--- src/rtl/dbsg_pkg.sv ---
// Shared types and constants of the de Bruijn sequence generator.
`default_nettype none

package dbsg_pkg;

  localparam int unsigned MAX_ORDER_DEF = 12;
  localparam int unsigned ORDER_W       = 4;
  localparam int unsigned POS_W         = 12;
  localparam int unsigned ROW_LOG_MAX   = 6;
  localparam logic [ORDER_W-1:0] ORDER_RST = 4'd4;

  typedef enum logic [2:0] {
    ST_INIT,
    ST_IDLE,
    ST_CLEAR,
    ST_READ,
    ST_LOOK,
    ST_EXH,
    ST_TOS
  } dbsg_state_e;

  typedef struct packed {
    logic clr_init;
    logic clr_step;
    logic vis_rd;
    logic push;
    logic pop;
    logic emit_exh;
    logic tos_load;
  } dbsg_cmd_t;

  typedef struct packed {
    logic clr_done;
    logic cnt_done;
    logic v0;
    logic v1;
    logic sp_zero;
    logic out_free;
  } dbsg_sts_t;

endpackage

`default_nettype wire

--- src/rtl/dbsg_ctrl.sv ---
// Controller state machine that sequences the depth-first walk steps.
`default_nettype none

module dbsg_ctrl (
  input  wire logic              clk_i,
  input  wire logic              rst_ni,
  input  wire logic              accept_i,
  input  wire logic              restart_i,
  input  wire dbsg_pkg::dbsg_sts_t sts_i,
  output dbsg_pkg::dbsg_cmd_t    cmd_o,
  output logic                   in_ready_o
);
  import dbsg_pkg::*;

  dbsg_state_e state_q, state_d;

  always_ff @(posedge clk_i or negedge rst_ni) begin
    if (!rst_ni) begin
      state_q <= ST_INIT;
    end else begin
      state_q <= state_d;
    end
  end

  always_comb begin
    state_d    = state_q;
    cmd_o      = '0;
    in_ready_o = 1'b0;
    case (state_q)
      ST_INIT: begin
        cmd_o.clr_step = 1'b1;
        if (sts_i.clr_done) state_d = ST_IDLE;
      end
      ST_IDLE: begin
        in_ready_o = 1'b1;
        if (accept_i) begin
          if (restart_i) begin
            cmd_o.clr_init = 1'b1;
            state_d        = ST_CLEAR;
          end else begin
            state_d = ST_READ;
          end
        end
      end
      ST_CLEAR: begin
        cmd_o.clr_step = 1'b1;
        if (sts_i.clr_done) state_d = ST_READ;
      end
      ST_READ: begin
        if (sts_i.cnt_done) begin
          state_d = ST_EXH;
        end else begin
          cmd_o.vis_rd = 1'b1;
          state_d      = ST_LOOK;
        end
      end
      ST_LOOK: begin
        // Take the first free edge out of the current node, else go back one edge.
        if (!(sts_i.v0 && sts_i.v1)) begin
          cmd_o.push = 1'b1;
          state_d    = ST_READ;
        end else if (sts_i.sp_zero) begin
          state_d = ST_EXH;
        end else if (sts_i.out_free) begin
          cmd_o.pop = 1'b1;
          state_d   = ST_TOS;
        end
      end
      ST_EXH: begin
        if (sts_i.out_free) begin
          cmd_o.emit_exh = 1'b1;
          state_d        = ST_IDLE;
        end
      end
      ST_TOS: begin
        cmd_o.tos_load = 1'b1;
        state_d        = ST_IDLE;
      end
      default: begin
        state_d = ST_IDLE;
      end
    endcase
  end

endmodule

`default_nettype wire

--- config.mk ---
export PLATFORM = sky130hd
export DESIGN_NAME = dbsg_ctrl
export DESIGN_NICKNAME = d
export VERILOG_FILES = /design/src/rtl/dbsg_pkg.sv /design/src/rtl/dbsg_ctrl.sv
export SDC_FILE = /design/constraint.sdc
export NUM_CORES = 1
export LEC_CHECK = 0
export BUFFER_PORTS_ARGS = -buffer_cell sky130_fd_sc_hd__buf_4
export CAP_MARGIN = 20
export CORE_AREA = 2 2 39 41
export DETAILED_ROUTE_END_ITERATION = 12
export DIE_AREA = 0 0 41 43
export HOLD_SLACK_MARGIN = 0.12
export SLEW_MARGIN = 20
export SYNTH_ARGS = -nofsm -noshare
export SYNTH_HDL_FRONTEND = slang
export SYNTH_SLANG_ARGS = --single-unit
--- constraint.sdc ---
create_clock -name clk_i -period 1.5 [get_ports clk_i]
set_input_delay 0 -clock clk_i [delete_from_list [all_inputs] [get_ports clk_i]]
set_output_delay 0 -clock clk_i [all_outputs]
set_load 0.02 [all_outputs]
==> results by group <==
Synthesis
  • Share of the synthesized area in the top cell type: 0.300
  • Synthesized flop and latch total: 3
  • Post-Synth Adder-Cell Area: 0
  • Cell area after synthesis: 250 um^2
  • Post-synthesis cell type count: 21
  • Synthesized Nets: 38
  • Ranking of synthesized cells by area: dfrtp_1, a21oi_1, and3_1
  • Sequential area share after synthesis: 0.300
  • Post-Synth Simple-Gate Area: 0.455
  • YS warnings: 0
  • Avg Inst Size Synth: between 8 and 9 um^2
  • Cells after synthesis: 28
  • Main combinational cell family by area after synthesis: simple AND/OR/NAND/NOR gates
  • Mux share of post-synthesis cell area: 0.0450
  • Xor/xnor share of the synthesized area: 0
  • Synth Area in Compound Gates: 0.110
  • Area leader, netlist: dfrtp_1

Final layout
  • Final core utilization: 0.377
  • Fill cells: 149
  • Layout cells sized above 1: 0.569
  • Final cell count without fillers: 74
  • Ant. Diodes: 0
  • Final nets: 69
  • Area Growth Syn to Fin: 108%
  • Design Area, Final: 522 um^2
  • Storage cell area: 76.3 um^2
  • Reg with most FFs: state_q
  • Max reg flops: 3
  • Regs by FF count: state_q (3)
  • Multi-input combinational cell area: 166 um^2

Status
  • Violated checks: setup timing
  • Status: finished, violations left

STA
  • Max_slew headroom: 0.817
  • Fmax: 658 MHz
  • Final Cycle Share: 1.01
  • Worst setup margin: -0.0205 ns
  • RSZ-0062 raised after global routing: true
  • Pins Over Slew Limit: 0
  • Worst Skew: 0.00401 ns
  • Setup violations, final: 1
  • Final critical-path required period: 1.52 ns
  • Worst-Margin Slew: about 0.27 ns
  • Final hold violations: 0
  • Setup TNS: -0.0205 ns

Drt
  • Wire length on met1: 326 um
  • Final routed DRC violation total: 0
  • Routed WL: 751 um
  • Met3 WL: approximately 53 um
  • Drt initial violations: 4
  • Routed vias/inst: 4.15
  • WL/cell: 10.1 um
  • Post-DRT Antenna Nets: 0
  • Initial DRT Pass Iterations: 4
  • DR top layer: met4
  • Met2 Routed Length: about 360 um
  • Vias: 307

Critical path
  • Critical-path cell list: or3b_4, nor3_4, and2_4, buf_6
  • Worst Path Arrival: 1.52 ns
  • Slowest cell on crit path: or3b_4
  • Setup CP Type: reg -> out
  • Largest stage delay on the critical path: 0.43 ns
  • Worst setup SP type: register
  • Critical path peak fanout: 3
  • Worst path required time: 1.50 ns
  • Worst Setup End Kind: output port

Global route
  • First-pass GRT wire length: 1.24 mm
  • Largest net degree at the start of global routing: 10
  • Gr ovfl total: 0
  • Number of global-route vias before repair: between 300 and 400
  • Antenna violations before repair: 0
  • GRT Overall Usage: 0.105

Die
  • # IOs: 18
  • Total core area: around 1400 um^2
  • Starting Density: 0.181
  • Row cnt: 14
  • Die area: 1760 um^2
  • Die width: 41 um
  • Die Y: between 40 and 50 um

Pwr
  • Maximum vdd ir drop: 0.000476 V
  • Leakage power: 0.265 nW
  • Power Density: around 1500 nW/um^2
  • Overall Power: about 0.78 mW

Clock tree
  • Inserted Clock Buffers: 3
  • CTS tree: built
  • Clock root cell: clkbuf_4
  • H-tree Lvls: 1
  • Clk buf depth: 2
  • Skew-Pair Late Insertion Delay: 0.24 ns
  • Clock Pin Slew Worst Setup and Hold Paths: ~0.04 ns
  • Clk sinks: 3

Placed design
  • Port Buffers: 17
  • Placed Cells: 61
  • GP Congestion: 0.791
  • Placed cell areas: 399 um^2

Flow run
  • Max-cap viol count: 0

Min path
  • Hold Path Class: in -> reg
[path summary, 6_finish.rpt]
path / startpoint / end / slack, ns / cells past startpoint
max in group asynchronous: rst_ni / state_q[1] / 0.70 / 3
setup / recovery: state_q[0] / cmd_o[2] / -0.02 / 4
hold / removal: sts_i[1] / state_q[1] / 0.13 / 4
setup reg to reg: state_q[0] / state_q[0] / 0.19 / 4
min in group asynchronous: rst_ni / state_q[0] / 0.65 / 3
hold reg to reg: state_q[2] / state_q[1] / 0.61 / 2
[cells by family after synthesis]
kind of cell	Yosys count
buf+inv	3
compound gates	5
flops	3
mux	1
simple gates	16
[stage by stage]
stage / hold slack (ns) / setup WS [ns]
floorplan: -0.296 / 0.0893
global placement: -0.209 / 0.209
detailed placement: -0.210 / 0.179
CTS: 0.128 / 0.000105
global route: 0.233 / -0.0676
finish: 0.132 / -0.0205
[worst max-delay path, delay by kind of cell (launching register included)]
| kind | cells | cell delay (ns) |
|---|---|---|
| flops | 1 | 0.38 |
| buf+inv | 1 | 0.11 |
| simple gates | 3 | 0.79 |
[power breakdown]
part / internal, mW / leakage (nW) / switching (mW)
logic: 0.253 / 0.215 / 0.234
clock network: 0.100 / 0.0150 / 0.0483
registers: 0.119 / 0.0349 / 0.0215
[layout make-up]
cell class | instances | area share
Clock buffer | 4 | 0.0504
Inverter | 1 | 0.00719
Multi-Input combinational cell | 22 | 0.319
Sequential cell | 3 | 0.146
Tap cell | 16 | 0.0384
Timing Repair Buffer | 28 | 0.439
[cell usage after synthesis]
cell,count
nor3_2,1
or2b_1,1
o22ai_1,2
and2b_1,1
nor2b_1,1
and2_1,1
mux2_2,1
or3b_4,1
nand2_1,2
inv_1,1
and4bb_2,1
and3_1,2
buf_4,1
nor2_1,1
nor4_1,1
buf_6,1
nor3_1,1
a21oi_1,3
nor3b_1,1
and3b_2,1
dfrtp_1,3
[routing by layer]
layer,track usage,vias up
li1,-,162
met3,0,2
met5,0,-
met4,0.0800,0
met2,0.141,13
met1,0.153,130
[placed cells by master (no fill, tap or decap)]
master and count:
nor2b_1 1, nand2_1 2, mux2_2 1, dfrtp_2 1, nor3_1 1, nor4_1 1, and4bb_2 1, clkbuf_1 1
nor3_4 1, a21oi_1 3, buf_6 1, and2b_1 1, clkbuf_4 3, inv_1 1, and3_1 2, or2b_1 1
and3b_2 1, dfrtp_1 2, nor3b_2 1, buf_4 21, o22ai_1 2, nor2_1 1, and2_4 1, dlygate4sd3_1 6
or3b_4 1
[what timing repair did]
item / CTS / global route
hold buffers: 6 / 0
hold endpoints to repair: 6 / 0
setup endpoints to repair: 1 / 1
setup buffers: 2 / 1
gates resized for setup: 3 / 1
pin swaps: 0 / 1
Note: power is estimated with default switching activity, not from simulation.
